$ cat config.mk
export PLATFORM = sky130hd
export DESIGN_NAME = websocket_frame_deframer_unit_flat
export DESIGN_NICKNAME = d
export VERILOG_FILES = /design/src/rtl/wsfd_pkg.sv /design/src/rtl/wsfd_if.sv /design/src/rtl/wsfd_in_reg.sv /design/src/rtl/wsfd_parser.sv /design/src/rtl/wsfd_out_reg.sv /design/src/rtl/websocket_frame_deframer_unit.sv /design/src/flat_wrapper.sv
export SDC_FILE = /design/constraint.sdc
export NUM_CORES = 1
export LEC_CHECK = 0
export BUFFER_PORTS_ARGS = -buffer_cell sky130_fd_sc_hd__buf_2
export CAP_MARGIN = 20
export CORE_ASPECT_RATIO = 1.2
export CORE_UTILIZATION = 49
export DETAILED_ROUTE_END_ITERATION = 12
export PLACE_DENSITY = 0.77
export SLEW_MARGIN = 20
export SYNTH_ARGS = -nofsm -noshare
export SYNTH_HDL_FRONTEND = slang
export SYNTH_HIERARCHICAL = 1
export SYNTH_SLANG_ARGS = --single-unit
$ cat constraint.sdc
create_clock -name clk -period 7.5 [get_ports clk]
set_clock_uncertainty 0.1 [all_clocks]
set_input_delay 1.5 -clock clk [delete_from_list [all_inputs] [get_ports clk]]
set_output_delay 1.5 -clock clk [all_outputs]
set_load 0.1 [all_outputs]
$ cat src/rtl/wsfd_pkg.sv
// Shared types and constants for the WebSocket frame deframer.
// Depends on nothing.
package wsfd_pkg;

  localparam logic [7:0] MASK_BIT      = 8'h80;
  localparam logic [6:0] LEN_CODE_MASK = 7'h7F;
  localparam logic [6:0] LEN_CODE_16   = 7'd126;
  localparam logic [6:0] LEN_CODE_64   = 7'd127;
  localparam logic [2:0] EXT16_COUNT   = 3'd1;
  localparam logic [2:0] EXT64_COUNT   = 3'd7;
  localparam logic [2:0] KEY_COUNT     = 3'd3;

  typedef enum logic [2:0] {
    PH_FIRST   = 3'd0,
    PH_LENGTH  = 3'd1,
    PH_EXTLEN  = 3'd2,
    PH_KEY     = 3'd3,
    PH_PAYLOAD = 3'd4,
    PH_DISCARD = 3'd5
  } phase_t;

  typedef struct packed {
    logic [7:0] in_byte;
    logic       end_of_buffer;
  } in_beat_t;

  typedef struct packed {
    logic [7:0] payload_byte;
    logic       has_byte;
    logic       message_end;
    logic       frame_status;
  } out_beat_t;

endpackage

$ cat src/rtl/wsfd_if.sv
// Valid/ready channel interfaces for the deframer's input and result beats.
// Depends on nothing.
interface wsfd_in_if;
  logic       valid;
  logic       ready;
  logic [7:0] in_byte;
  logic       end_of_buffer;

  modport source (output valid, output in_byte, output end_of_buffer, input ready);
  modport sink (input valid, input in_byte, input end_of_buffer, output ready);
endinterface

interface wsfd_out_if;
  logic       valid;
  logic       ready;
  logic [7:0] payload_byte;
  logic       has_byte;
  logic       message_end;
  logic       frame_status;

  modport source (output valid, output payload_byte, output has_byte,
                  output message_end, output frame_status, input ready);
  modport sink (input valid, input payload_byte, input has_byte,
                input message_end, input frame_status, output ready);
endinterface

$ cat src/rtl/wsfd_in_reg.sv
// Input register stage holding one received beat until the parser takes it.
// Depends on wsfd_pkg.
module wsfd_in_reg (
  input  logic              clk,
  input  logic              rst_n,
  input  logic              in_valid,
  output logic              in_ready,
  input  wsfd_pkg::in_beat_t in_beat,
  input  logic              take,
  output logic              beat_valid,
  output wsfd_pkg::in_beat_t beat
);
  import wsfd_pkg::*;

  logic     valid_r, valid_nxt;
  in_beat_t beat_r;
  logic     load;

  assign in_ready = rst_n && (!valid_r || take);
  assign load     = in_valid && in_ready;

  always_comb begin
    valid_nxt = valid_r;
    if (load) begin
      valid_nxt = 1'b1;
    end else if (take) begin
      valid_nxt = 1'b0;
    end
  end

  always_ff @(posedge clk) begin
    if (!rst_n) begin
      valid_r <= 1'b0;
    end else begin
      valid_r <= valid_nxt;
    end
  end

  always_ff @(posedge clk) begin
    if (load) begin
      beat_r <= in_beat;
    end
  end

  assign beat_valid = valid_r;
  assign beat       = beat_r;
endmodule

$ cat src/rtl/wsfd_parser.sv
// Frame header parser and payload unmasking; one beat per step.
// Depends on wsfd_pkg.
module wsfd_parser (
  input  logic               clk,
  input  logic               rst_n,
  input  logic               step,
  input  wsfd_pkg::in_beat_t beat,
  output logic               res_valid,
  output wsfd_pkg::out_beat_t res
);
  import wsfd_pkg::*;

  phase_t      phase_r, phase_nxt;
  logic [2:0]  count_r, count_nxt;
  logic        mask_flag_r, mask_flag_nxt;
  logic [31:0] mask_key_r, mask_key_nxt;
  logic [63:0] remaining_r, remaining_nxt;
  logic [1:0]  mask_pos_r, mask_pos_nxt;

  logic [7:0]  b;
  logic [6:0]  code;
  logic [63:0] ext_len;
  logic [7:0]  key_byte;
  logic        bare, data, last;
  logic [7:0]  value;

  assign b       = beat.in_byte;
  assign code    = b[6:0] & LEN_CODE_MASK;
  assign ext_len = {remaining_r[55:0], b};

  always_comb begin
    unique case (mask_pos_r)
      2'd0:    key_byte = mask_key_r[31:24];
      2'd1:    key_byte = mask_key_r[23:16];
      2'd2:    key_byte = mask_key_r[15:8];
      default: key_byte = mask_key_r[7:0];
    endcase
  end

  always_comb begin
    phase_nxt     = phase_r;
    count_nxt     = count_r;
    mask_flag_nxt = mask_flag_r;
    mask_key_nxt  = mask_key_r;
    remaining_nxt = remaining_r;
    mask_pos_nxt  = mask_pos_r;
    bare          = 1'b0;
    data          = 1'b0;
    last          = 1'b0;
    value         = 8'd0;
    unique case (phase_r)
      PH_FIRST: begin
        phase_nxt = PH_LENGTH;
      end
      PH_LENGTH: begin
        mask_flag_nxt = (b & MASK_BIT) != 8'd0;
        mask_pos_nxt  = 2'd0;
        if (code == LEN_CODE_16) begin
          remaining_nxt = 64'd0;
          count_nxt     = EXT16_COUNT;
          phase_nxt     = PH_EXTLEN;
        end else if (code == LEN_CODE_64) begin
          remaining_nxt = 64'd0;
          count_nxt     = EXT64_COUNT;
          phase_nxt     = PH_EXTLEN;
        end else begin
          remaining_nxt = {57'd0, code};
          if (mask_flag_nxt) begin
            phase_nxt = PH_KEY;
            count_nxt = KEY_COUNT;
          end else if (code == 7'd0) begin
            phase_nxt = PH_DISCARD;
            bare      = 1'b1;
          end else begin
            phase_nxt = PH_PAYLOAD;
          end
        end
      end
      PH_EXTLEN: begin
        remaining_nxt = ext_len;
        if (count_r == 3'd0) begin
          if (mask_flag_r) begin
            phase_nxt = PH_KEY;
            count_nxt = KEY_COUNT;
          end else if (ext_len == 64'd0) begin
            phase_nxt = PH_DISCARD;
            bare      = 1'b1;
          end else begin
            phase_nxt = PH_PAYLOAD;
          end
        end else begin
          count_nxt = count_r - 3'd1;
        end
      end
      PH_KEY: begin
        mask_key_nxt = {mask_key_r[23:0], b};
        if (count_r == 3'd0) begin
          if (remaining_r == 64'd0) begin
            phase_nxt = PH_DISCARD;
            bare      = 1'b1;
          end else begin
            phase_nxt = PH_PAYLOAD;
          end
        end else begin
          count_nxt = count_r - 3'd1;
        end
      end
      PH_PAYLOAD: begin
        value         = mask_flag_r ? (b ^ key_byte) : b;
        mask_pos_nxt  = mask_pos_r + 2'd1;
        remaining_nxt = remaining_r - 64'd1;
        data          = 1'b1;
        if (remaining_r == 64'd1) begin
          last      = 1'b1;
          phase_nxt = PH_DISCARD;
        end
      end
      default: begin
        phase_nxt = PH_DISCARD;
      end
    endcase

    res_valid = 1'b0;
    res       = '0;
    if (step) begin
      priority if (beat.end_of_buffer && phase_nxt != PH_DISCARD) begin
        res_valid        = 1'b1;
        res.message_end  = 1'b1;
        res.frame_status = 1'b1;
      end else if (data) begin
        res_valid        = 1'b1;
        res.payload_byte = value;
        res.has_byte     = 1'b1;
        res.message_end  = last;
      end else if (bare) begin
        res_valid       = 1'b1;
        res.message_end = 1'b1;
      end
    end
    if (beat.end_of_buffer) begin
      phase_nxt = PH_FIRST;
    end
  end

  always_ff @(posedge clk) begin
    if (!rst_n) begin
      phase_r     <= PH_FIRST;
      count_r     <= 3'd0;
      mask_flag_r <= 1'b0;
      mask_pos_r  <= 2'd0;
    end else if (step) begin
      phase_r     <= phase_nxt;
      count_r     <= count_nxt;
      mask_flag_r <= mask_flag_nxt;
      mask_pos_r  <= mask_pos_nxt;
    end
  end

  always_ff @(posedge clk) begin
    if (step) begin
      mask_key_r  <= mask_key_nxt;
      remaining_r <= remaining_nxt;
    end
  end
endmodule

$ cat src/rtl/wsfd_out_reg.sv
// Result register holding one beat until the downstream side takes it.
// Depends on wsfd_pkg.
module wsfd_out_reg (
  input  logic                clk,
  input  logic                rst_n,
  input  logic                load,
  input  wsfd_pkg::out_beat_t res,
  output logic                free,
  output logic                out_valid,
  input  logic                out_ready,
  output wsfd_pkg::out_beat_t out_beat
);
  import wsfd_pkg::*;

  logic      valid_r, valid_nxt;
  out_beat_t beat_r;

  assign free = !valid_r || out_ready;

  always_comb begin
    valid_nxt = valid_r;
    if (load) begin
      valid_nxt = 1'b1;
    end else if (out_ready) begin
      valid_nxt = 1'b0;
    end
  end

  always_ff @(posedge clk) begin
    if (!rst_n) begin
      valid_r <= 1'b0;
    end else begin
      valid_r <= valid_nxt;
    end
  end

  always_ff @(posedge clk) begin
    if (load) begin
      beat_r <= res;
    end
  end

  assign out_valid = valid_r;
  assign out_beat  = beat_r;
endmodule

$ cat src/rtl/websocket_frame_deframer_unit.sv
// WebSocket frame deframer: one received byte per beat, unmasked payload out.
// Path: input register, then the parser, then the result register.
// Throughput: one byte per cycle while the result register is free; the input
// and result registers each move a beat per cycle, even for a byte with no result.
// Reset (rst_n low, synchronous): both registers empty, parser waits for a header.
module websocket_frame_deframer_unit (
  input logic        clk,
  input logic        rst_n,
  wsfd_in_if.sink    in_bus,
  wsfd_out_if.source out_bus
);
  import wsfd_pkg::*;

  in_beat_t  in_beat;
  in_beat_t  beat;
  out_beat_t res;
  out_beat_t out_beat;
  logic      beat_valid;
  logic      free;
  logic      step;
  logic      res_valid;

  assign in_beat.in_byte       = in_bus.in_byte;
  assign in_beat.end_of_buffer = in_bus.end_of_buffer;
  assign step                  = beat_valid && free;

  wsfd_in_reg u_in_reg (
    .clk        (clk),
    .rst_n      (rst_n),
    .in_valid   (in_bus.valid),
    .in_ready   (in_bus.ready),
    .in_beat    (in_beat),
    .take       (step),
    .beat_valid (beat_valid),
    .beat       (beat)
  );

  wsfd_parser u_parser (
    .clk       (clk),
    .rst_n     (rst_n),
    .step      (step),
    .beat      (beat),
    .res_valid (res_valid),
    .res       (res)
  );

  wsfd_out_reg u_out_reg (
    .clk       (clk),
    .rst_n     (rst_n),
    .load      (res_valid),
    .res       (res),
    .free      (free),
    .out_valid (out_bus.valid),
    .out_ready (out_bus.ready),
    .out_beat  (out_beat)
  );

  assign out_bus.payload_byte = out_beat.payload_byte;
  assign out_bus.has_byte     = out_beat.has_byte;
  assign out_bus.message_end  = out_beat.message_end;
  assign out_bus.frame_status = out_beat.frame_status;
endmodule

$ cat src/flat_wrapper.sv
// flat-port wrapper written by rule: the top's interface ports become plain ports
module websocket_frame_deframer_unit_flat import wsfd_pkg::*;
  (clk, rst_n, in_bus_valid, in_bus_in_byte, in_bus_end_of_buffer, in_bus_ready, out_bus_valid, out_bus_payload_byte, out_bus_has_byte, out_bus_message_end, out_bus_frame_status, out_bus_ready);
  wsfd_in_if in_bus_i ();
  wsfd_out_if out_bus_i ();
  input logic clk;
  input logic rst_n;
  input wire logic [$bits(in_bus_i.valid)-1:0] in_bus_valid;
  input wire logic [$bits(in_bus_i.in_byte)-1:0] in_bus_in_byte;
  input wire logic [$bits(in_bus_i.end_of_buffer)-1:0] in_bus_end_of_buffer;
  output wire logic [$bits(in_bus_i.ready)-1:0] in_bus_ready;
  output wire logic [$bits(out_bus_i.valid)-1:0] out_bus_valid;
  output wire logic [$bits(out_bus_i.payload_byte)-1:0] out_bus_payload_byte;
  output wire logic [$bits(out_bus_i.has_byte)-1:0] out_bus_has_byte;
  output wire logic [$bits(out_bus_i.message_end)-1:0] out_bus_message_end;
  output wire logic [$bits(out_bus_i.frame_status)-1:0] out_bus_frame_status;
  input wire logic [$bits(out_bus_i.ready)-1:0] out_bus_ready;
  assign in_bus_i.valid = in_bus_valid;
  assign in_bus_i.in_byte = in_bus_in_byte;
  assign in_bus_i.end_of_buffer = in_bus_end_of_buffer;
  assign in_bus_ready = in_bus_i.ready;
  assign out_bus_valid = out_bus_i.valid;
  assign out_bus_payload_byte = out_bus_i.payload_byte;
  assign out_bus_has_byte = out_bus_i.has_byte;
  assign out_bus_message_end = out_bus_i.message_end;
  assign out_bus_frame_status = out_bus_i.frame_status;
  assign out_bus_i.ready = out_bus_ready;
  websocket_frame_deframer_unit u_core (.clk(clk), .rst_n(rst_n), .in_bus(in_bus_i), .out_bus(out_bus_i));
endmodule
==> metrics.md <==
| Metric | Value |
|---|---|
| Bufs and invs on worst path | `2` |
| Max Slew Vio Count | `0` |
| Synth unique cells | `59` |
| Setup tns final | `0 ns` |
| I/O Buffers | `25` |
| Global routing usage on met1 | `between 20% and 30%` |
| Via count | `roughly 5100` |
| Largest net degree at the start of global routing | `65` |
| Synthesized area per cell | `between 10 and 15 um2` |
| Register-to-register path setup slack | `between 4 and 5 ns` |
| Most common cell after layout, fill and taps aside | `edfxtp_1` |
| R2r worst-path depth | `8` |
| Post-synth top area share | `51.0%` |
| Status | `finished clean` |
| GR Util met3 | `between 5 and 6%` |
| Max VDD drop | `0.180 mV` |
| Chip width | `between 100 and 150 um` |
| Slew HR | `a little under two fifths` |
| CTS buffer count | `17` |
| Hold/Removal Path Class | `reg -> reg` |
| 1st-iter DRT viols | `roughly 530` |
| RR Startpoint | `u_core/u_parser/remaining_r[0]$_DFFE_PP_` |
| H-tree depth | `4` |
| Slew at the pin with the worst max-slew slack | `between 0.9 and 1 ns` |
| CTS clk-pin slew, worst paths | `~0.060 ns` |
| Prevailing post-synth register cell | `edfxtp_1` |
| CTS tree | `built` |
| Post-CTS setup buffer count | `0` |
| CTS root buffer | `clkbuf_16` |
| Placed Area | `0.00709 mm2` |
| Crit-path cells | `buf_2 > nand2b_4 > and2_1 > nand2b_4 > and2_1 > buf_2` |
| Placed cells | `a little over 800` |
| Pwr dens | `about 220 mW/mm2` |
| First-pass GRT wire length | `25100 um` |
| Detailed placement HPWL | `10000 um` |
| Yosys warnings | `6` |
| I/O pin cnt | `26` |
| RSZ-0062 raised after global routing | `false` |
| Share of post-route cells with drive strength above 1 | `around an eighth` |
| Max Fclk | `approximately 0.23 GHz` |
| Final Instance Area | `approximately 0.0077 mm2` |
| Drt pass-1 iters | `6` |
| Setup-failing EPs final | `0` |
| Min-delay src | `u_core/u_parser/mask_key_r[10]$_DFFE_PP_` |
| Clock Latency Late Sink | `~0.42 ns` |
| Max cap viols | `0` |
| Area leader, netlist | `edfxtp_1` |
| Kind of cell adding the most delay to the critical path | `simple AND/OR/NAND/NOR gates` |
| Number of global-route vias before repair | `5038` |
| Clock Path Buffers | `2` |
| Post-DR vias/cell | `about 6.1` |
| ANT cells | `0` |
| Hold Path Depth | `0` |
| Clock sinks | `between 100 and 150` |
| Most frequent cells in the layout | `edfxtp_1 (116), nand2_1 (102), nor2_1 (44), xnor2_1 (42), o21ai_1 (39)` |
| Seq/Total Area, Yosys | `between 50 and 60%` |
| Syn Inst Count | `between 600 and 700` |
| Final RePlAce weighted congestion | `about 0.9` |
| CTS resizes | `0` |
| WHS Endpoint | `u_core/u_parser/mask_key_r[18]$_DFFE_PP_` |
| Final min period | `roughly 4.4 ns` |
| Final hold viol count | `0` |
| Synth-to-layout area growth | `12.7%` |
| Synth Cell Area | `about 0.0068 mm2` |
| Die outline area | `0.0144 mm2` |
| Hold_buf cts | `0` |
| Core area | `roughly 0.013 mm2` |
| Synth async-reset ratio | `0%` |
| Required @ worst endpoint | `just under 6 ns` |
| Met2 usage | `a little under two fifths` |
| Final Util | `57.4%` |
| Tot GR Track Use | `a little under a quarter` |
| Critical Path AT | `about 2.8 ns` |
| Synthesis-stage register bit count | `roughly 130` |
| WL final | `approximately 15000 um` |
| Post-route insts no fill | `846` |
| Startpoint type of the worst setup path | `input pin` |
| Max incr delay on CP | `just over 0.4 ns` |
| DR DRC count | `0` |
| Worst r2r dst | `u_core/u_parser/remaining_r[62]$_DFFE_PP_` |
| Number of synthesized flops with an enable pin | `116` |
| Fillers | `1100` |
| Final #Nets | `roughly 700` |
| Slowest CP cell | `buf_2` |
| FP Rows | `46` |
| Initial antenna violation count | `0` |
| Busiest grt layer | `met2` |
| CP endpoint kind | `output port` |
| Syn_nets | `approximately 670` |
| Crit-path max FO | `10` |
| Antenna Violating Nets Remaining | `0` |
| Synth top area cells | `edfxtp_1 (51%), nand2_1 (5.7%), xnor2_1 (5.4%), dfxtp_1 (3.2%), xor2_1 (3.1%)` |
| Initial Util | `between 50% and 60%` |
| Hold Slack | `roughly 0.35 ns` |
| CP Class | `in -> out` |
| Grt total ovfl | `0` |
| LEAKAGE | `around 2.4 nW` |
| Die H | `between 100 and 150 um` |
| Period utilization | `58.3%` |
| DR WL/cell | `between 15 and 20 um` |
## state kept, by name, indices dropped and copies added (netlist names)
| register | count |
|---|---|
| u_core/u_parser/mask_flag_r | 1 |
| u_core/u_parser/mask_key_r | 32 |
| u_core/u_parser/mask_pos_r | 2 |
| u_core/u_parser/phase_r | 3 |
| u_core/u_in_reg/beat_valid | 1 |
| u_core/u_in_reg/beat | 9 |
| u_core/u_parser/remaining_r | 64 |
| u_core/u_parser/count_r | 3 |
| u_core/u_out_reg/out_beat | 11 |
| u_core/u_out_reg/out_valid | 1 |
## stage by stage
| step | worst slack, ns | total power, mW |
|---|---|---|
| floorplan | 1.69 | 0.857 |
| global route | 3.06 | 1.74 |
| finish | 3.13 | 1.70 |
| CTS | 3.14 | 1.71 |
| global placement | 3.16 | 0.875 |
| detailed placement | 3.16 | 0.877 |
## worst max path at each step
stage	slack, ns	start	cells past startpoint	to
finish	3.13	out_bus_ready	6	in_bus_ready
global route	3.06	out_bus_ready	6	in_bus_ready
CTS	3.14	out_bus_ready	6	in_bus_ready
detailed placement	3.16	out_bus_ready	6	in_bus_ready
global placement	3.16	out_bus_ready	6	in_bus_ready
floorplan	1.69	out_bus_ready	8	u_core/u_out_reg/out_beat[0]$_DFFE_PP_
## area by class of cell
class | count | area [um2] | share of cell area [%]
inverters | 16 | 60.1 | 0.780
clock inverters | 14 | 166 | 2.16
repair buffers | 29 | 155 | 2.02
flip-flops and latches | 127 | 3700 | 48.1
clock buffers | 18 | 429 | 5.58
well taps | 168 | 210 | 2.73
multi-input cells | 474 | 2970 | 38.6
## kinds of logic after synthesis
logic type	Yosys count	synth area share, %
simple gates	279	22.0
fa+ha+maj	9	1.65
flops	127	54.2
buf+inv	44	2.57
xor+xnor	66	8.47
compound gates	116	10.5
mux	4	0.586
## per-layer routing
layer	wire, um	vias up
li1	-	2424
met1	6330	2507
met2	7820	183
met3	781	31
met4	421	0
met5	0	-
## synthesized netlist by cell type, types with 8 or more instances
master    number
xor2_1        24
nor2_1        45
nand2_1      103
xnor2_1       42
a21oi_1       12
clkbuf_1      23
nand3_1       13
nor4_1         8
dfxtp_1       11
ha_1           9
nand4_1       15
a222oi_1       8
or4_1         12
inv_1         15
o21ai_0       25
edfxtp_1     116
nor3_1        25
o21ai_1       39
## report_power, final
part	switching (mW)	internal, mW	total (mW)	leakage [nW]
registers	0.0148	0.780	0.794	1.18
clock network	0.312	0.522	0.833	0.286
logic	0.0485	0.0204	0.0689	0.984
total	0.375	1.32	1.70	2.45
Power figures use the tool's default switching activity.
